<file path="config.mk">
export PLATFORM = sky130hd
export DESIGN_NAME = motion_light_fade_controller_flat
export DESIGN_NICKNAME = d
export VERILOG_FILES = /design/src/hdl/mlfc_pkg.sv /design/src/hdl/mlfc_if.sv /design/src/hdl/mlfc_csr.sv /design/src/hdl/mlfc_step.sv /design/src/hdl/motion_light_fade_controller.sv /design/src/flat_wrapper.sv
export SDC_FILE = /design/constraint.sdc
export NUM_CORES = 1
export LEC_CHECK = 0
export BUFFER_PORTS_ARGS = -buffer_cell sky130_fd_sc_hd__buf_2
export CORE_ASPECT_RATIO = 1.25
export CORE_MARGIN = 2
export CORE_UTILIZATION = 54
export DETAILED_ROUTE_END_ITERATION = 10
export GPL_ROUTABILITY_DRIVEN = 0
export MAX_ROUTING_LAYER = met4
export PLACE_DENSITY = 0.79
export SLEW_MARGIN = 10
export SYNTH_ARGS = -nofsm -noshare
export SYNTH_HDL_FRONTEND = slang
export SYNTH_SLANG_ARGS = --single-unit
</file>
<file path="constraint.sdc">
create_clock -name clock -period 4.08 [get_ports clock]
set_input_delay 0.816 -clock clock [delete_from_list [all_inputs] [get_ports clock]]
set_output_delay 0.816 -clock clock [all_outputs]
set_load 0.01 [all_outputs]
</file>
<file path="src/hdl/mlfc_pkg.sv">
// Package: shared types, constants and a helper function of the motion light fade controller.
package mlfc_pkg;

   localparam int MAX_LEVEL = 10;
   localparam int LEVEL_W   = 5;
   localparam int PRESC_W   = 9;
   localparam int ADC_W     = 10;
   localparam int CMP_W     = 10;
   localparam int CSR_IDX_W = 3;
   localparam int CSR_DAT_W = 10;

   localparam logic [1:0] DIR_NONE = 2'd0;
   localparam logic [1:0] DIR_UP   = 2'd1;
   localparam logic [1:0] DIR_DOWN = 2'd2;

   localparam logic [CSR_IDX_W-1:0] REG_LUX_THRESHOLD   = 3'd0;
   localparam logic [CSR_IDX_W-1:0] REG_ON_TIME         = 3'd1;
   localparam logic [CSR_IDX_W-1:0] REG_PRESCALE_LIMIT  = 3'd2;
   localparam logic [CSR_IDX_W-1:0] REG_INDICATE_TIME   = 3'd3;
   localparam logic [CSR_IDX_W-1:0] REG_HALF_LEVEL      = 3'd4;

   typedef struct packed {
      logic [ADC_W-1:0]   lux_threshold;
      logic [7:0]         on_time;
      logic [7:0]         prescale_limit;
      logic [3:0]         indicate_time;
      logic [LEVEL_W-1:0] half_level;
   } cfg_type;

   localparam cfg_type CFG_RESET = '{
      lux_threshold:   10'd600,
      on_time:         8'd16,
      prescale_limit:  8'd20,
      indicate_time:   4'd5,
      half_level:      5'd5
   };

   typedef struct packed {
      logic [LEVEL_W-1:0] level;
      logic [1:0]         fade_dir;
      logic [PRESC_W-1:0] prescaler;
      logic [7:0]         on_left;
      logic [3:0]         indicate_left;
      logic               led_green;
      logic               led_red;
   } state_type;

   localparam state_type STATE_RESET = '{
      level:         '0,
      fade_dir:      DIR_UP,
      prescaler:     '0,
      on_left:       8'd5,
      indicate_left: 4'd2,
      led_green:     1'b0,
      led_red:       1'b0
   };

   typedef struct packed {
      logic             button_one;
      logic             button_two;
      logic             motion_one;
      logic             motion_two;
      logic             tick;
      logic             adc_done;
      logic [ADC_W-1:0] adc_value;
   } req_type;

   typedef struct packed {
      logic             start_conversion;
      logic             green_led;
      logic             red_led;
      logic             pwm_write;
      logic [CMP_W-1:0] pwm_compare;
   } rsp_type;

   function automatic logic [CMP_W-1:0] compare_of(input logic [LEVEL_W-1:0] lv);
      logic [CMP_W-1:0] res;
      res = '0;
      for (int i = 0; i < CMP_W; i++) begin
         res[i] = (lv == LEVEL_W'(i + 1));
      end
      return res;
   endfunction

endpackage

</file>
<file path="src/hdl/mlfc_if.sv">
// Interfaces: request, response and register write channels.
interface mlfc_req_if;
   logic                      valid;
   logic                      ready;
   logic                      button_one;
   logic                      button_two;
   logic                      motion_one;
   logic                      motion_two;
   logic                      tick;
   logic                      adc_done;
   logic [mlfc_pkg::ADC_W-1:0] adc_value;

   modport source (
      output valid, button_one, button_two, motion_one, motion_two, tick, adc_done,
             adc_value,
      input  ready
   );
   modport sink (
      input  valid, button_one, button_two, motion_one, motion_two, tick, adc_done,
             adc_value,
      output ready
   );
endinterface

interface mlfc_rsp_if;
   logic                      valid;
   logic                      ready;
   logic                      start_conversion;
   logic                      green_led;
   logic                      red_led;
   logic                      pwm_write;
   logic [mlfc_pkg::CMP_W-1:0] pwm_compare;

   modport source (
      output valid, start_conversion, green_led, red_led, pwm_write, pwm_compare,
      input  ready
   );
   modport sink (
      input  valid, start_conversion, green_led, red_led, pwm_write, pwm_compare,
      output ready
   );
endinterface

interface mlfc_csr_if;
   logic                          valid;
   logic                          ready;
   logic [mlfc_pkg::CSR_IDX_W-1:0] index;
   logic [mlfc_pkg::CSR_DAT_W-1:0] data;

   modport source (output valid, index, data, input ready);
   modport sink (input valid, index, data, output ready);
endinterface

</file>
<file path="src/hdl/mlfc_csr.sv">
// Configuration register bank with indexed write port.
module mlfc_csr (
   input  logic                           clock,
   input  logic                           reset,
   input  logic                           wr_en,
   input  logic [mlfc_pkg::CSR_IDX_W-1:0] wr_index,
   input  logic [mlfc_pkg::CSR_DAT_W-1:0] wr_data,
   output mlfc_pkg::cfg_type              cfg
);

   mlfc_pkg::cfg_type cfg_ff;
   mlfc_pkg::cfg_type cfg_in;

   always_comb begin
      cfg_in = cfg_ff;
      if (wr_en) begin
         unique case (wr_index)
            mlfc_pkg::REG_LUX_THRESHOLD:   cfg_in.lux_threshold   = wr_data[9:0];
            mlfc_pkg::REG_ON_TIME:         cfg_in.on_time         = wr_data[7:0];
            mlfc_pkg::REG_PRESCALE_LIMIT:  cfg_in.prescale_limit  = wr_data[7:0];
            mlfc_pkg::REG_INDICATE_TIME:   cfg_in.indicate_time   = wr_data[3:0];
            mlfc_pkg::REG_HALF_LEVEL:      cfg_in.half_level      = wr_data[4:0];
            default: ;
         endcase
      end
   end

   always_ff @(posedge clock) begin
      if (reset) begin
         cfg_ff <= mlfc_pkg::CFG_RESET;
      end else begin
         cfg_ff <= cfg_in;
      end
   end

   assign cfg = cfg_ff;

endmodule

</file>
<file path="src/hdl/mlfc_step.sv">
// Event handling for one request: next state and response payload.
module mlfc_step (
   input  mlfc_pkg::cfg_type   cfg,
   input  mlfc_pkg::state_type cur,
   input  mlfc_pkg::req_type   item,
   output mlfc_pkg::state_type nxt,
   output mlfc_pkg::rsp_type   res
);

   always_comb begin
      logic                         skip;
      logic                         wrote;
      logic [mlfc_pkg::LEVEL_W:0]   lvl_up;
      mlfc_pkg::state_type          st;

      st    = cur;
      skip  = 1'b0;
      wrote = 1'b0;

      if (item.motion_one) begin
         st.led_green = 1'b1;
      end
      if (item.motion_two) begin
         st.led_red = 1'b1;
      end

      if (item.adc_done) begin
         st.led_green     = ~st.led_green;
         st.led_red       = ~st.led_red;
         st.indicate_left = cfg.indicate_time;
         if (item.adc_value < cfg.lux_threshold) begin
            skip = 1'b1;
         end else begin
            st.on_left  = cfg.on_time;
            st.fade_dir = mlfc_pkg::DIR_UP;
         end
      end

      if (!skip && item.button_one) begin
         st.led_green     = 1'b1;
         st.led_red       = 1'b1;
         st.indicate_left = cfg.indicate_time;
         if (st.level > cfg.half_level) begin
            st.on_left  = '0;
            st.fade_dir = mlfc_pkg::DIR_DOWN;
         end else begin
            st.on_left  = cfg.on_time;
            st.fade_dir = mlfc_pkg::DIR_UP;
         end
      end

      lvl_up = {1'b0, st.level} + 1'b1;

      if (!skip && item.tick) begin
         if (st.indicate_left != '0) begin
            st.indicate_left = st.indicate_left - 1'b1;
            if (st.indicate_left == '0) begin
               st.led_green = 1'b0;
               st.led_red   = 1'b0;
            end
         end
         if (st.prescaler > {1'b0, cfg.prescale_limit}) begin
            st.prescaler = '0;
            if (st.on_left != '0) begin
               st.on_left = st.on_left - 1'b1;
            end else if (st.level > mlfc_pkg::LEVEL_W'(1)) begin
               st.fade_dir = mlfc_pkg::DIR_DOWN;
            end
         end else begin
            st.prescaler = st.prescaler + 1'b1;
         end
         lvl_up = {1'b0, st.level} + 1'b1;
         unique case (st.fade_dir)
            mlfc_pkg::DIR_UP: begin
               wrote = 1'b1;
               if (lvl_up >= (mlfc_pkg::LEVEL_W + 1)'(mlfc_pkg::MAX_LEVEL)) begin
                  st.level    = mlfc_pkg::LEVEL_W'(mlfc_pkg::MAX_LEVEL);
                  st.fade_dir = mlfc_pkg::DIR_NONE;
               end else begin
                  st.level = lvl_up[mlfc_pkg::LEVEL_W-1:0];
               end
            end
            mlfc_pkg::DIR_DOWN: begin
               wrote = 1'b1;
               if (st.level <= mlfc_pkg::LEVEL_W'(1)) begin
                  st.level    = '0;
                  st.fade_dir = mlfc_pkg::DIR_NONE;
               end else begin
                  st.level = st.level - 1'b1;
               end
            end
            default: ;
         endcase
      end

      nxt                  = st;
      res.start_conversion = item.button_two | item.motion_one | item.motion_two;
      res.green_led        = st.led_green;
      res.red_led          = st.led_red;
      res.pwm_write        = wrote;
      res.pwm_compare      = mlfc_pkg::compare_of(st.level);
   end

endmodule

</file>
<file path="src/hdl/motion_light_fade_controller.sv">
// Top level: request register, state update and response register.
//
//   channel | direction | carries
//   req     | in        | event flags and light reading, one wake-up per request
//   rsp     | out       | conversion start, LED states, PWM write and compare value
//   csr     | in        | register index and write data, always ready
//
// One request per cycle sustained while rsp is not stalled; a request is held in
// the input register, then goes to rsp via the single state update and rsp register.
// Synchronous active-high reset loads the register and state reset values.
// A stalled rsp holds its result; the input register still takes one more request.
module motion_light_fade_controller (
   input  logic        clock,
   input  logic        reset,
   mlfc_req_if.sink    req,
   mlfc_rsp_if.source  rsp,
   mlfc_csr_if.sink    csr
);

   mlfc_pkg::cfg_type   cfg;
   mlfc_pkg::state_type state_ff;
   mlfc_pkg::state_type state_in;
   mlfc_pkg::req_type   req_ff;
   mlfc_pkg::req_type   req_in;
   mlfc_pkg::rsp_type   rsp_ff;
   mlfc_pkg::rsp_type   rsp_in;
   logic                hold_valid_ff;
   logic                hold_valid_in;
   logic                rsp_valid_ff;
   logic                rsp_valid_in;
   logic                advance;
   logic                take;

   assign csr.ready = 1'b1;

   mlfc_csr u_csr (
      .clock    (clock),
      .reset    (reset),
      .wr_en    (csr.valid),
      .wr_index (csr.index),
      .wr_data  (csr.data),
      .cfg      (cfg)
   );

   mlfc_step u_step (
      .cfg  (cfg),
      .cur  (state_ff),
      .item (req_ff),
      .nxt  (state_in),
      .res  (rsp_in)
   );

   assign advance   = hold_valid_ff && (!rsp_valid_ff || rsp.ready);
   assign req.ready = !hold_valid_ff || advance;
   assign take      = req.valid && req.ready;

   assign req_in = '{
      button_one: req.button_one,
      button_two: req.button_two,
      motion_one: req.motion_one,
      motion_two: req.motion_two,
      tick:       req.tick,
      adc_done:   req.adc_done,
      adc_value:  req.adc_value
   };

   assign hold_valid_in = take || (hold_valid_ff && !advance);
   assign rsp_valid_in  = advance || (rsp_valid_ff && !rsp.ready);

   always_ff @(posedge clock) begin
      if (reset) begin
         hold_valid_ff <= 1'b0;
         rsp_valid_ff  <= 1'b0;
         state_ff      <= mlfc_pkg::STATE_RESET;
      end else begin
         hold_valid_ff <= hold_valid_in;
         rsp_valid_ff  <= rsp_valid_in;
         if (advance) begin
            state_ff <= state_in;
         end
      end
   end

   always_ff @(posedge clock) begin
      if (take) begin
         req_ff <= req_in;
      end
      if (advance) begin
         rsp_ff <= rsp_in;
      end
   end

   assign rsp.valid            = rsp_valid_ff;
   assign rsp.start_conversion = rsp_ff.start_conversion;
   assign rsp.green_led        = rsp_ff.green_led;
   assign rsp.red_led          = rsp_ff.red_led;
   assign rsp.pwm_write        = rsp_ff.pwm_write;
   assign rsp.pwm_compare      = rsp_ff.pwm_compare;

   a_level_bound: assert property (@(posedge clock) disable iff (reset)
      state_ff.level <= mlfc_pkg::LEVEL_W'(mlfc_pkg::MAX_LEVEL))
      else $error("level above maximum");

   a_dir_code: assert property (@(posedge clock) disable iff (reset)
      state_ff.fade_dir == mlfc_pkg::DIR_NONE || state_ff.fade_dir == mlfc_pkg::DIR_UP ||
      state_ff.fade_dir == mlfc_pkg::DIR_DOWN)
      else $error("fade direction holds an unused code");

   a_no_write_no_move: assert property (@(posedge clock) disable iff (reset)
      advance && !rsp_in.pwm_write |-> state_in.level == state_ff.level)
      else $error("level changed without a compare write");

   a_hold_stalled: assert property (@(posedge clock) disable iff (reset)
      hold_valid_ff && !advance |=> hold_valid_ff && $stable(req_ff))
      else $error("stalled request lost or changed");

   a_presc_bound: assert property (@(posedge clock) disable iff (reset)
      state_ff.prescaler <= 9'd256)
      else $error("prescaler out of range");

endmodule

</file>
<file path="src/flat_wrapper.sv">
// flat-port wrapper written by rule: the top's interface ports become plain ports
module motion_light_fade_controller_flat 
  (clock, reset, req_valid, req_button_one, req_button_two, req_motion_one, req_motion_two, req_tick, req_adc_done, req_adc_value, req_ready, rsp_valid, rsp_start_conversion, rsp_green_led, rsp_red_led, rsp_pwm_write, rsp_pwm_compare, rsp_ready, csr_valid, csr_index, csr_data, csr_ready);
  mlfc_req_if req_i ();
  mlfc_rsp_if rsp_i ();
  mlfc_csr_if csr_i ();
  input  logic clock;
  input  logic reset;
  input wire logic [$bits(req_i.valid)-1:0] req_valid;
  input wire logic [$bits(req_i.button_one)-1:0] req_button_one;
  input wire logic [$bits(req_i.button_two)-1:0] req_button_two;
  input wire logic [$bits(req_i.motion_one)-1:0] req_motion_one;
  input wire logic [$bits(req_i.motion_two)-1:0] req_motion_two;
  input wire logic [$bits(req_i.tick)-1:0] req_tick;
  input wire logic [$bits(req_i.adc_done)-1:0] req_adc_done;
  input wire logic [$bits(req_i.adc_value)-1:0] req_adc_value;
  output wire logic [$bits(req_i.ready)-1:0] req_ready;
  output wire logic [$bits(rsp_i.valid)-1:0] rsp_valid;
  output wire logic [$bits(rsp_i.start_conversion)-1:0] rsp_start_conversion;
  output wire logic [$bits(rsp_i.green_led)-1:0] rsp_green_led;
  output wire logic [$bits(rsp_i.red_led)-1:0] rsp_red_led;
  output wire logic [$bits(rsp_i.pwm_write)-1:0] rsp_pwm_write;
  output wire logic [$bits(rsp_i.pwm_compare)-1:0] rsp_pwm_compare;
  input wire logic [$bits(rsp_i.ready)-1:0] rsp_ready;
  input wire logic [$bits(csr_i.valid)-1:0] csr_valid;
  input wire logic [$bits(csr_i.index)-1:0] csr_index;
  input wire logic [$bits(csr_i.data)-1:0] csr_data;
  output wire logic [$bits(csr_i.ready)-1:0] csr_ready;
  assign req_i.valid = req_valid;
  assign req_i.button_one = req_button_one;
  assign req_i.button_two = req_button_two;
  assign req_i.motion_one = req_motion_one;
  assign req_i.motion_two = req_motion_two;
  assign req_i.tick = req_tick;
  assign req_i.adc_done = req_adc_done;
  assign req_i.adc_value = req_adc_value;
  assign req_ready = req_i.ready;
  assign rsp_valid = rsp_i.valid;
  assign rsp_start_conversion = rsp_i.start_conversion;
  assign rsp_green_led = rsp_i.green_led;
  assign rsp_red_led = rsp_i.red_led;
  assign rsp_pwm_write = rsp_i.pwm_write;
  assign rsp_pwm_compare = rsp_i.pwm_compare;
  assign rsp_i.ready = rsp_ready;
  assign csr_i.valid = csr_valid;
  assign csr_i.index = csr_index;
  assign csr_i.data = csr_data;
  assign csr_ready = csr_i.ready;
  motion_light_fade_controller u_core (.clock(clock), .reset(reset), .req(req_i), .rsp(rsp_i), .csr(csr_i));
endmodule
</file>
# [Word level (Yosys, flattened, before mapping)]
# Cells that the tools add are included.
# W data, S select, Z words.
[word_totals] memories=0 latch_bits=0 ram_bits=0 elab_cells=111 ff_bits=97 out_inout_bits=17 in_bits=34 mem_bits_ro=0
[op_classes] reduce_logical=26 bitwise=4 order_cmp=6 n_addsub=5 n_div=0 n_mul=0 n_mux=28 eq_ne=16 shift=0
[ops] operator="$mux W8" n=4
[ops] operator="$mux W30" n=1
[ops] operator="$mux W14" n=2
[ops] operator="$mux W2" n=11
[ops] operator="$eq A5 B3 Y1 const B" n=4
[ops] operator="$eq A5 B4 Y1 const B" n=3
[ops] operator="$pmux W7 S2" n=1
[ops] operator="$reduce_and A2 Y1" n=6
[ops] operator="$eq A5 B2 Y1 const B" n=2
[ops] operator="$lt A10 B10 Y1" n=1
[ops] operator="$mux W5" n=2
[ops] operator="$add A9 B1 Y9 const B" n=1
[ops] operator="$gt A9 B8 Y1" n=1
[ops] operator="$mux W9" n=1
[ops] operator="$reduce_bool A8 Y1" n=1
[ops] operator="$sub A8 B1 Y8 const B" n=1
[ops] operator="$add A5 B1 Y6 const B" n=1
[ops] operator="$eq A3 B2 Y1 const B" n=2
[ops] operator="$ge A6 B4 Y1 const B" n=1
[ops] operator="$logic_and A1 B1 Y1" n=6
[ops] operator="$mux W6" n=1
[ops] operator="$eq A5 B1 Y1 const B" n=1
[ops] operator="$gt A5 B1 Y1 const B" n=1
[ops] operator="$gt A5 B5 Y1" n=1
[ops] operator="other kinds (16)" n=29

# [Depth between registers and ports, before layout]
# Gate-level depths: netlist of the first run.
[logic_depth] depth_word=14 depth_mapped=22 depth_no_buf=20

# [Cells and area by module]
# Synthesis of the first run repeated with hierarchy kept, for this count alone.
[unflattened] hier_cells=634 hier_area_um2=5923.2
[by_module_without_submodules] mod="motion_light_fade_controller" cells_each=173 n_inst=1 seq_area_each_um2=1541.5 area_each_um2=2354.8
[by_module_without_submodules] mod="mlfc_step" cells_each=325 n_inst=1 seq_area_each_um2=0.0 area_each_um2=2130.8
[by_module_without_submodules] mod="mlfc_csr" cells_each=136 n_inst=1 seq_area_each_um2=700.7 area_each_um2=1437.6

# [Worst setup path after synthesis of the first run]
# No wires, ideal clock.
[synth_path] path_kind="reg-to-reg" from="reg u_core.req_ff[7] (netlist bit)" to="reg u_core.rsp_ff, in the netlist u_core.rsp.pwm_compare[5] (data pin)" setup_time_ps=157 path_stages_with_launch=20 required_ps=3923 path_buffers=1 slack_ps=-124 period_less_slack_ps=4204 arrival_time_ps=4047 path_cell_list="edfxtp_1 -> ha_1 -> a211o_1 -> o211ai_2 -> o2111ai_4 -> o22ai_2 -> buf_2 -> nand2_1 -> a21oi_1 -> inv_1 -> ha_1 -> and2_1 -> a31oi_1 -> ha_1 -> inv_1 -> o211a_1 -> o21ai_0 -> a22oi_2 -> or3b_4 -> nor3_1"
[synth_lines] item="from (decl)" line_no="motion_light_fade_controller.sv:23" text="mlfc_pkg::req_type req_ff;"
[synth_lines] item="from (signal assigned)" line_no="motion_light_fade_controller.sv:86" text="req_ff <= req_in;"
[synth_lines] item="to (signal assigned)" line_no="motion_light_fade_controller.sv:89" text="rsp_ff <= rsp_in;"
[synth_lines] item="to (decl)" line_no="motion_light_fade_controller.sv:25" text="mlfc_pkg::rsp_type rsp_ff;"

# [Worst setup path in the final report of the first run]
[layout_path] from="reg u_core.u_csr.cfg_ff, in the netlist u_core.u_csr.cfg[32]" to="reg u_core.state_ff[27] (netlist bit)"
[layout_between] elab_chain_len=13 word_cells_on_any_way=21 cone_classes="1 x order compare; 2 x eq/ne; 14 x mux; 4 x reduce/logical"
[layout_rtl] item="from (decl)" line_no="mlfc_csr.sv:11" text="mlfc_pkg::cfg_type cfg_ff;"
[layout_rtl] item="from (signal assigned)" line_no="mlfc_csr.sv:30" text="cfg_ff <= mlfc_pkg::CFG_RESET;"
[layout_rtl] item="from (signal assigned)" line_no="mlfc_csr.sv:32" text="cfg_ff <= cfg_in;"
[layout_rtl] item="$lt A10 B10 Y1 (*)" line_no="mlfc_step.sv:31" text="if (item.adc_value < cfg.lux_threshold) begin"
[layout_rtl] item="$mux W1" line_no="mlfc_step.sv:31"
[layout_rtl] item="$mux W1" line_no="mlfc_step.sv:27" text="if (item.adc_done) begin"
[layout_rtl] item="$logic_not A1 Y1" line_no="mlfc_step.sv:39, mlfc_step.sv:54"
[layout_rtl] item="$logic_and A1 B1 Y1" line_no="mlfc_step.sv:39" text="if (!skip && item.button_one) begin"
[layout_rtl] item="$mux W14 or $mux W2 (tied branches)" line_no="mlfc_step.sv:39"
[layout_rtl] item="$reduce_bool A8 Y1 or $mux W2 (tied branches)" line_no="mlfc_step.sv:64, mlfc_step.sv:66"
[layout_rtl] item="$mux W2" line_no="mlfc_step.sv:64" text="if (st.on_left != '0) begin"
[layout_rtl] item="$mux W2" line_no="mlfc_step.sv:62" text="if (st.prescaler > {1'b0, cfg.prescale_limit}) begin"
[layout_rtl] item="$mux W2" line_no="mlfc_step.sv:54" text="if (!skip && item.tick) begin"
[layout_rtl] item="$eq A2 B2 Y1 or $eq A2 B1 Y1 (tied branches)" line_no="mlfc_step.sv:73" text="unique case (st.fade_dir)"
[layout_rtl] item="$pmux W7 S2" line_no="mlfc_step.sv:73"
[layout_rtl] item="$mux W30 (*)" line_no="mlfc_step.sv:54"
[layout_rtl] item="to (signal assigned)" line_no="motion_light_fade_controller.sv:74" text="state_ff <= mlfc_pkg::STATE_RESET;"
[layout_rtl] item="to (signal assigned)" line_no="motion_light_fade_controller.sv:79" text="state_ff <= state_in;"
[layout_rtl] item="to (decl)" line_no="motion_light_fade_controller.sv:21" text="mlfc_pkg::state_type state_ff;"
# Every way passes the cells marked *; elsewhere a longest branch is shown, timed or not. The select of a mux whose other input is x is not followed.
# A chain may end at the register's enable or synchronous reset.

==> run metrics, run 1 <==
max-slew violation count=0; critical path, cell by cell=inv_1, ha_1, a211o_1, o211ai_2, o2111ai_4, o22ai_4, buf_4, nand2_1, a21oi_2, inv_2, ha_4, and2_4, nand3_2, and2_4, ha_4, inv_2, o211a_4, buf_6, o221ai_2, a22oi_2, buf_4, nor3_1, a31o_2; Hold Path Class=reg2reg; VDD IR max=280 uV; main combinational cell family by area after synthesis=simple AND/OR/NAND/NOR gates; Critical Path Max Stage Delay=0.33 ns; Clock transition at path regs=0.06 ns; placed insts=758; Final setup viols=0; Net Sw Frac=25.1%; Rel. slew slack=45.3%; vias=4681; final instance area=0.00628 mm2; post-detail-place hpwl=9060 um; final worst path period need=4.00 ns; Seq cells post-synth=97; CP Capture Type=flop; final net count=713; sequential power share=44.2%; Yosys warnings=0; # rows=40; Placement Setup Slack=-0.0979 ns; Ports=51; Cell variety after synth=75; Non-Filler Instances=778; DRT antenna net count=0; diode count=0; P_int=1.80 mW; die span in y=115 um; clk_lat worst skew=0.35 ns; fillcell total=771; status=completed; CTS Root Cell=clkbuf_16; Worst Tran Pin Value=0.812 ns; Iter 0 DRT Violations=271; Layout area overhead=18.5%; cts-stage hold buffer count=0; Final Hold Viols=0; Startpoint Class=flop; skew final=0.00733 ns; DR WL/cell=16.6 um; max-cap viol count=0; Port Buf Inserts=49; Register Area=0.00224 mm2; drt total wl=12900 um; vias in the first global route=4511; GRT overflow=0; initial antenna violation count=0; Crit Path Category=reg2reg; Pre-antenna DRT Iters=5; LEAKAGE=2.47 nW; Cell Area, Synth=0.00530 mm2; core footprint=0.00956 mm2; Psw=0.603 mW; Die Wd=92.6 um; Synth Flop Type=dfxtp_1; area of the multi-input gates=0.00297 mm2; average size of a mapped cell=9.02 um2; Synth Area in Compound Gates=18.4%; Crit-path slowest cell=dfxtp_2; syn_nets=653; XOR/XNOR share of the synthesized area=0.992%; crit-path max FO=5; vias per cell=6.02; adder-cell share of the synthesized area=7.56%; Max Clock Freq=250 MHz; share of layout cells above drive strength 1=21.6%; H-tree depth=3; # clock sinks=97; Global Route Usage Sum=25.6%; post-synthesis async set-or-reset flop share=0%; multiplexer share of the synthesized area=4.68%; placed inst area=0.00575 mm2; Gate power share=15.2%; largest net degree at the start of global routing=52; sequential share of the synthesized area=42.3%; Syn Inst Count=587; TritonCTS Buffers=9; PwrDens=383 mW/mm2; Worst EP required=4.32 ns; maximum clock insertion buffer count=2; CP arrival=4.24 ns; CTS tree=yes; effective utilization at floorplan=55.4%; Pwr Total=2.40 mW; clock power share=40.5%; final worst slack=0.0828 ns; Final Cycle Share=98.0%; Synth Area in Simple Gates=21.5%; area of the die=0.0106 mm2; drt drc=0; first-pass GRT wire length=20900 um; EDFF count, synth=30
==> path summary, 6_finish.rpt <==
kind | startpoint | to | slack [ns] | cells after the start
worst max register to register | u_core.u_csr.cfg[32] | u_core.state_ff[27] | 0.08 | 23
worst min register to register | u_core.u_csr.cfg[15] | u_core.u_csr.cfg[15] | 0.46 | 2
worst max-delay path | u_core.u_csr.cfg[32] | u_core.state_ff[27] | 0.08 | 23
worst min-delay path | u_core.u_csr.cfg[15] | u_core.u_csr.cfg[15] | 0.46 | 2
==> cell usage in the layout (no fill, tap or decap), types with 5 or more instances in the layout <==
master / n
mux2_2: 5
o21a_1: 5
o31ai_1: 6
nor2_1: 51
and3_1: 5
a211o_1: 7
buf_4: 22
mux2i_1: 17
nand2_1: 78
buf_2: 49
o21ai_0: 20
a21oi_1: 43
nor3_1: 16
nand4_1: 6
ha_1: 29
inv_1: 31
a211oi_1: 5
nand3_1: 11
clkbuf_16: 9
edfxtp_1: 30
nor4_1: 8
nand2b_1: 7
a31oi_1: 5
or3_1: 10
dfxtp_1: 66
==> worst max-delay path: cells and delay by family (launching register included) <==
family / cells / cell delay [ns]
adders and majority gates: 3 / 0.65
buffers and inverters: 6 / 0.61
AOI/OAI and AO/OA: 9 / 1.79
DFF: 1 / 0.33
and+or+nand+nor: 5 / 0.51
==> per-stage QoR <==
stage	utilization, %	hold slack, ns	TNS (ns)
after floorplan	-	0.432	0
after CTS	63.9	0.458	0
after detailed placement	60.2	0.449	-0.420
final	65.7	0.457	0
after global routing	65.7	0.476	-1.06
after global placement	60.2	0.441	0
==> flip-flops by register name, indices dropped and copies added (netlist names) <==
signal,flops
u_core.rsp.pwm_write,1
u_core.state_ff,30
u_core.hold_valid_ff,1
u_core.rsp.valid,1
u_core.req_ff,16
u_core.rsp.start_conversion,1
u_core.rsp.red_led,1
u_core.rsp.green_led,1
u_core.u_csr.cfg,35
u_core.rsp.pwm_compare,10
==> final cells by class <==
cell class	instances	share of cell area (%)
repair buffers	73	6.90
flip-flops and latches	97	35.7
clock inverters	6	1.67
inverters	34	2.03
well taps	126	2.51
multi-input cells	432	47.3
clock buffers	10	3.81
==> cells in the mapped netlist (2+ instances only) <==
master	number	share of area (%)
a211o_1	7	1.2
a211oi_1	5	0.71
a21o_1	3	0.43
a21oi_1	44	4.2
a22o_1	2	0.33
a22oi_2	2	0.47
a311oi_1	4	0.66
a31oi_1	6	0.71
a32o_1	3	0.57
and2_1	4	0.47
and3_1	7	0.83
buf_1	3	0.21
buf_2	4	0.38
clkbuf_1	15	1.1
dfxtp_1	67	25
edfxtp_1	30	17
ha_1	32	7.6
inv_1	34	2.4
mux2_2	5	1.1
mux2i_1	18	3.4
nand2_1	80	5.7
nand2b_1	7	0.83
nand3_1	12	1.1
nand3b_1	4	0.57
nand4_1	6	0.71
nor2_1	51	3.6
nor2b_1	4	0.47
nor3_1	20	1.9
nor3b_1	3	0.43
nor4_1	11	1.3
o211a_1	2	0.38
o211ai_1	3	0.43
o211ai_2	2	0.47
o21a_1	5	0.71
o21ai_0	21	2.0
o21ai_1	4	0.38
o31ai_1	6	0.85
or3_1	10	1.2
xnor2_1	3	0.50
xor2_1	3	0.50
==> logic make-up (layout without fill, tap and decap cells) <==
kind of cell / after synthesis / in the layout
simple gates: 232 / 232
mux: 24 / 24
flops: 97 / 97
compound gates: 137 / 137
other cells: 1 / 1
buf+inv: 58 / 123
fa+ha+maj: 32 / 32
xor+xnor: 6 / 6
==> power groups by stage <==
stage	sequential, mW	clock [mW]	combinational, mW
global placement	1.08	0	0.310
floorplan	1.08	0	0.224
global route	1.07	1.02	0.403
detailed placement	1.08	0	0.322
CTS	1.06	0.976	0.330
finish	1.06	0.974	0.366
==> layer usage <==
layer / vias up / routed length, um / track usage (%)
met5: - / 0 / -
li1: 2240 / - / -
met1: 2203 / 5110 / 28.7
met2: 189 / 6670 / 43.8
met3: 49 / 685 / 3.75
met4: 0 / 485 / 14.1
==> timing repair <==
action                                  4_1_cts  5_1_grt
gates resized for setup                       4       28
endpoints found under the setup margin       10       12
pin swaps                                     2       20
endpoints found under the hold margin         0        0
buffers inserted                              0        4
Note: power is estimated with default switching activity, not from simulation.
==> run 2, diff against run 1 <==
- ABC_AREA: unset -> 1
- GPL_TIMING_DRIVEN: unset -> 0
==> run metrics, run 2 <==
CP arrival=4.07 ns; CTS Root Cell=clkbuf_16; skew final=0.00899 ns; Yosys warnings=0; Cell Area, Synth=0.00536 mm2; LEAKAGE=2.74 nW; EDFF count, synth=30; CP bufs+invs=7; worst flop-to-flop path endpoint=u_core.rsp.pwm_compare[8]; FF-to-FF Start=u_core.req_ff[5]; maximum clock insertion buffer count=2; # rows=40; DR WL/cell=14.6 um; crit-path max FO=10; Syn Inst Count=652; top-count cell post-synth=nand2_1; min-delay src=u_core.u_csr.cfg[7]; Iter 0 DRT Violations=259; clk_lat worst skew=0.35 ns; largest cells by area after synthesis=dfxtp_1, edfxtp_1, nand2_1; Placement Setup Slack=-0.0150 ns; Final setup viols=0; Max Clock Freq=258 MHz; vias=4660; core footprint=0.00966 mm2; Worst EP required=4.27 ns; Port Buf Inserts=48; max-cap viol count=0; sequential share of the synthesized area=41.8%; most frequent CP cell=nand2_1; Startpoint Class=flop; P_int=1.65 mW; Pwr Total=2.35 mW; vias in the first global route=4602; # clock sinks=97; clock power share=34.3%; Hold Path Class=reg2reg; syn_nets=718; FF-to-FF setup slack=0.20 ns; Synth top area share=25.0%; post-detail-place hpwl=9030 um; Gate power share=20.2%; Global Route Usage Sum=24.9%; status=completed; first-pass GRT wire length=20600 um; Critical Path Max Stage Delay=0.42 ns; largest net degree at the start of global routing=24; GRT overflow=0; PwrDens=379 mW/mm2; Final Cycle Share=95.1%; VDD IR max=276 uV; Layout area overhead=15.5%; vias per cell=5.47; initial antenna violation count=0; die span in y=115 um; area of the die=0.0108 mm2; effective utilization at floorplan=55.5%; Worst Tran Pin Value=0.656 ns; drt drc=0; top cells by count, synth=nand2_1, inv_1, nor2_1; Final Hold Viols=0; cts-stage hold buffer count=0; sequential power share=45.5%; H-tree depth=3; Rel. slew slack=56.2%; final worst slack=0.201 ns; Crit-path slowest cell=edfxtp_1; Synth Flop Type=dfxtp_1; max reg flops=35; Die Wd=93.1 um; Crit Path Category=reg2reg; DRT antenna net count=0; final net count=787; CP Capture Type=flop; commonest non-fill, non-tap cell in the layout=nand2_1; Psw=0.700 mW; Net Sw Frac=29.8%; post-synthesis async set-or-reset flop share=0%; max-slew violation count=0; diode count=0; worst r2r path cells=28; cell family with most CP delay=simple AND/OR/NAND/NOR gates; Seq cells post-synth=97; Cell variety after synth=50; CTS tree=yes; drt total wl=12400 um; share of layout cells above drive strength 1=19.4%; TritonCTS Buffers=9; Hold Path End=u_core.u_csr.cfg[7]; final worst path period need=3.88 ns; Ports=51; Pre-antenna DRT Iters=5; Yosys top cell by area=dfxtp_1; hold depth=2; Clock transition at path regs=0.07 ns; average size of a mapped cell=8.23 um2; most frequent cells in the layout=nand2_1, inv_1, nor2_1, dfxtp_1, buf_2
[run 2: cell types whose count changed in the layout (fill, tap and decap cells not counted), moves of 9 or more]
cell | previous run | this run
mux2i_1 | 17 | 1
clkbuf_1 | 0 | 10
nand3_1 | 11 | 27
inv_1 | 31 | 75
buf_4 | 22 | 11
o21ai_0 | 20 | 42
nor2_1 | 51 | 72
nand2_1 | 78 | 106
nor3_1 | 16 | 7
[run 2: layout make-up]
type | count | area, um2
Buffer | 16 | 105
Clock buffer | 11 | 243
Clock inverter | 5 | 40.0
Fill cell | 806 | 3460
Inverter | 87 | 330
Multi-Input combinational cell | 453 | 2770
Sequential cell | 97 | 2240
Tap cell | 126 | 158
Timing Repair Buffer | 57 | 308
[run 2: power by group through the flow]
stage                     clock [mW]  sequential, mW  combinational, mW
after floorplan                    0            1.09              0.315
after global placement             0            1.09              0.409
after detailed placement           0            1.09              0.425
after CTS                      0.815            1.07              0.429
after global routing           0.856            1.07              0.526
final                          0.806            1.07              0.474
[run 2: how the worst max path moves through the flow]
stage                startpoint                   endpoint  depth (start not counted)
3_3_place_gp   u_core.req_ff[5]  u_core.rsp.pwm_compare[8]                         25
2_1_floorplan  u_core.req_ff[9]  u_core.rsp.pwm_compare[8]                         25
4_1_cts        u_core.req_ff[5]  u_core.rsp.pwm_compare[9]                         24
3_5_place_dp   u_core.req_ff[5]  u_core.rsp.pwm_compare[0]                         25
5_1_grt        u_core.req_ff[5]  u_core.rsp.pwm_compare[8]                         28
6_report       u_core.req_ff[5]  u_core.rsp.pwm_compare[8]                         28
[run 2: kinds of logic (layout without fill, tap and decap cells)]
logic type      count (synthesis)  count (layout)  synth area share [%]
simple gates                  285             286                  27.7
compound gates                120             120                  12.5
buf+inv                       103             176                  8.07
flops                          97              97                  41.8
fa+ha+maj                      32              32                  7.46
xor+xnor                       13              13                  2.12
other cells                     1               1                0.0699
mux                             1               1                 0.187
[run 2: tightest hold or removal path, stage by stage (launching register included)]
cell and delay [ns]:
dfxtp_1 0.33, nand2_1 0.05, nand3_1 0.05
[run 2: stage by stage]
step                hold WS (ns)  utilization, %  TNS [ns]  instances  cell area, um2
floorplan                  0.424               -         0        652            5360
global placement           0.439            59.7         0        826            5760
detailed placement         0.446            59.7   -0.0392        826            5760
CTS                        0.464            62.6         0        842            6050
global route               0.482            64.2   -0.0240        852            6200
finish                     0.463            64.2         0        852            6200
[run 2: layer usage]
layer  share of wire (%)  vias to the layer above  global-route usage, %  wire [um]
met1                  41                     2188                   27.7       5110
met4                 3.7                        0                   12.9        456
met5                   0                        -                      -          0
li1                    -                     2309                      -          -
met2                  51                      125                   44.0       6380
met3                 3.7                       38                   2.93        464
[run 2: what timing repair did]
action	4_1_cts	5_1_grt
gates resized for setup	1	16
buffers inserted	0	9
pin swaps	0	8
setup endpoints to repair	5	12
gates cloned	0	1
==> run 3, diff against run 2 <==
- CTS_BUF_LIST: unset -> sky130_fd_sc_hd__clkbuf_2
==> run metrics, run 3 (synthesis results as in run 2) <==
RSZ-0062 raised after global routing=true; initial antenna violation count=0; Iter 0 DRT Violations=208; Final setup viols=0; gr busiest metal=met2; status=completed; maximum clock insertion buffer count=2; utilization after layout=62.2%; Pre-antenna DRT Iters=5; first-pass GRT wire length=20200 um; Port Buf Inserts=48; drt drc=0; max-cap viol count=0; largest net degree at the start of global routing=24; clk_lat worst skew=0.59 ns; core footprint=0.00966 mm2; Rel. slew slack=55.8%; most frequent cells in the layout=nand2_1, inv_1, nor2_1, dfxtp_1, buf_2; Max Clock Freq=257 MHz; worst r2r path cells=26; share of layout cells above drive strength 1=19.6%; Global Route Usage Sum=24.4%; Worst Tran Pin Value=0.658 ns; PwrDens=325 mW/mm2; Placement Setup Slack=-0.0150 ns; grt met3 use=2.73%; CP Capture Type=flop; Hold Path Class=in2reg; Worst EP required=4.51 ns; vias per cell=5.40; final worst slack=0.191 ns; VDD IR max=229 uV; Crit-path slowest cell=edfxtp_1; commonest non-fill, non-tap cell in the layout=nand2_1; Die Wd=93.1 um; die span in y=115 um; LEAKAGE=2.66 nW; effective utilization at floorplan=55.5%; drt total wl=12000 um; vias=4586; Final Hold Viols=0; final net count=785; vias in the first global route=4519; # clock sinks=97; skew final=0.0377 ns; max reg flops=35; max-slew violation count=0; H-tree depth=3; Ports=51; hold depth=1; final worst path period need=3.89 ns; Pwr Total=1.95 mW; Layout area overhead=12.0%; DR WL/cell=14.1 um; Startpoint Class=flop; # rows=40; Crit Path Category=reg2reg; CP arrival=4.32 ns; Clock transition at path regs=0.28 ns; GRT overflow=0; Critical Path Max Stage Delay=0.49 ns; TritonCTS Buffers=9; GR Layer Usage met1=27.4%; post-detail-place hpwl=9030 um; diode count=0; area of the die=0.0108 mm2; DRT antenna net count=0; crit-path max FO=10; Final Cycle Share=95.3%; GRT met2 Usage=42.3%; CTS tree=yes; CTS Root Cell=clkbuf_2
run 3: path summary, 6_finish.rpt:
path                             from                         to  slack (ns)
hold reg to reg   u_core.state_ff[13]        u_core.state_ff[13]        0.48
setup reg to reg     u_core.req_ff[5]  u_core.rsp.pwm_compare[9]        0.19
setup / recovery     u_core.req_ff[5]  u_core.rsp.pwm_compare[9]        0.19
hold / removal       req_adc_value[3]           u_core.req_ff[3]        0.36
run 3: final cells by class:
| type | instances | area (um2) |
|---|---|---|
| Clock buffer | 10 | 50.0 |
| Buffer | 16 | 105 |
| Timing Repair Buffer | 55 | 293 |
| Sequential cell | 97 | 2240 |
| Multi-Input combinational cell | 453 | 2780 |
| Fill cell | 828 | 3650 |
| Inverter | 87 | 333 |
| Tap cell | 126 | 158 |
| Clock inverter | 6 | 43.8 |
run 3: per-stage QoR:
stage / hold WS, ns / std cells / setup TNS (ns) / cell area, um2
6_report: 0.365 / 850 / 0 / 6010
2_1_floorplan: 0.424 / 652 / 0 / 5360
3_3_place_gp: 0.439 / 826 / 0 / 5760
4_1_cts: 0.340 / 842 / 0 / 5860
3_5_place_dp: 0.446 / 826 / -0.0392 / 5760
5_1_grt: 0.321 / 850 / -0.0885 / 6010
run 3: critical path: cells and delay by family, from the launching register on:
kind / cells / cell delay [ns]
and+or+nand+nor: 16 / 1.84
buffers and inverters: 6 / 0.52
adders and majority gates: 3 / 0.78
AOI/OAI and AO/OA: 1 / 0.07
DFF: 1 / 0.49
run 3: where the power goes:
part	internal, mW	total [mW]	switching (mW)
clock network	0.0846	0.414	0.330
registers	1.05	1.07	0.0243
logic	0.167	0.468	0.301
total	1.30	1.95	0.655
run 3: what timing repair did:
action	CTS	global route
hold buffers	0	0
pin swaps	0	7
endpoints found under the setup margin	9	13
endpoints found under the hold margin	0	0
gates cloned	0	1
buffers inserted	0	7
resized for setup	2	20
run 3: metal layers:
| layer | vias up | wire, um |
|---|---|---|
| met4 | 0 | 442 |
| met2 | 124 | 6070 |
| met3 | 28 | 428 |
| met1 | 2130 | 5030 |
| li1 | 2304 | - |
| met5 | - | 0 |
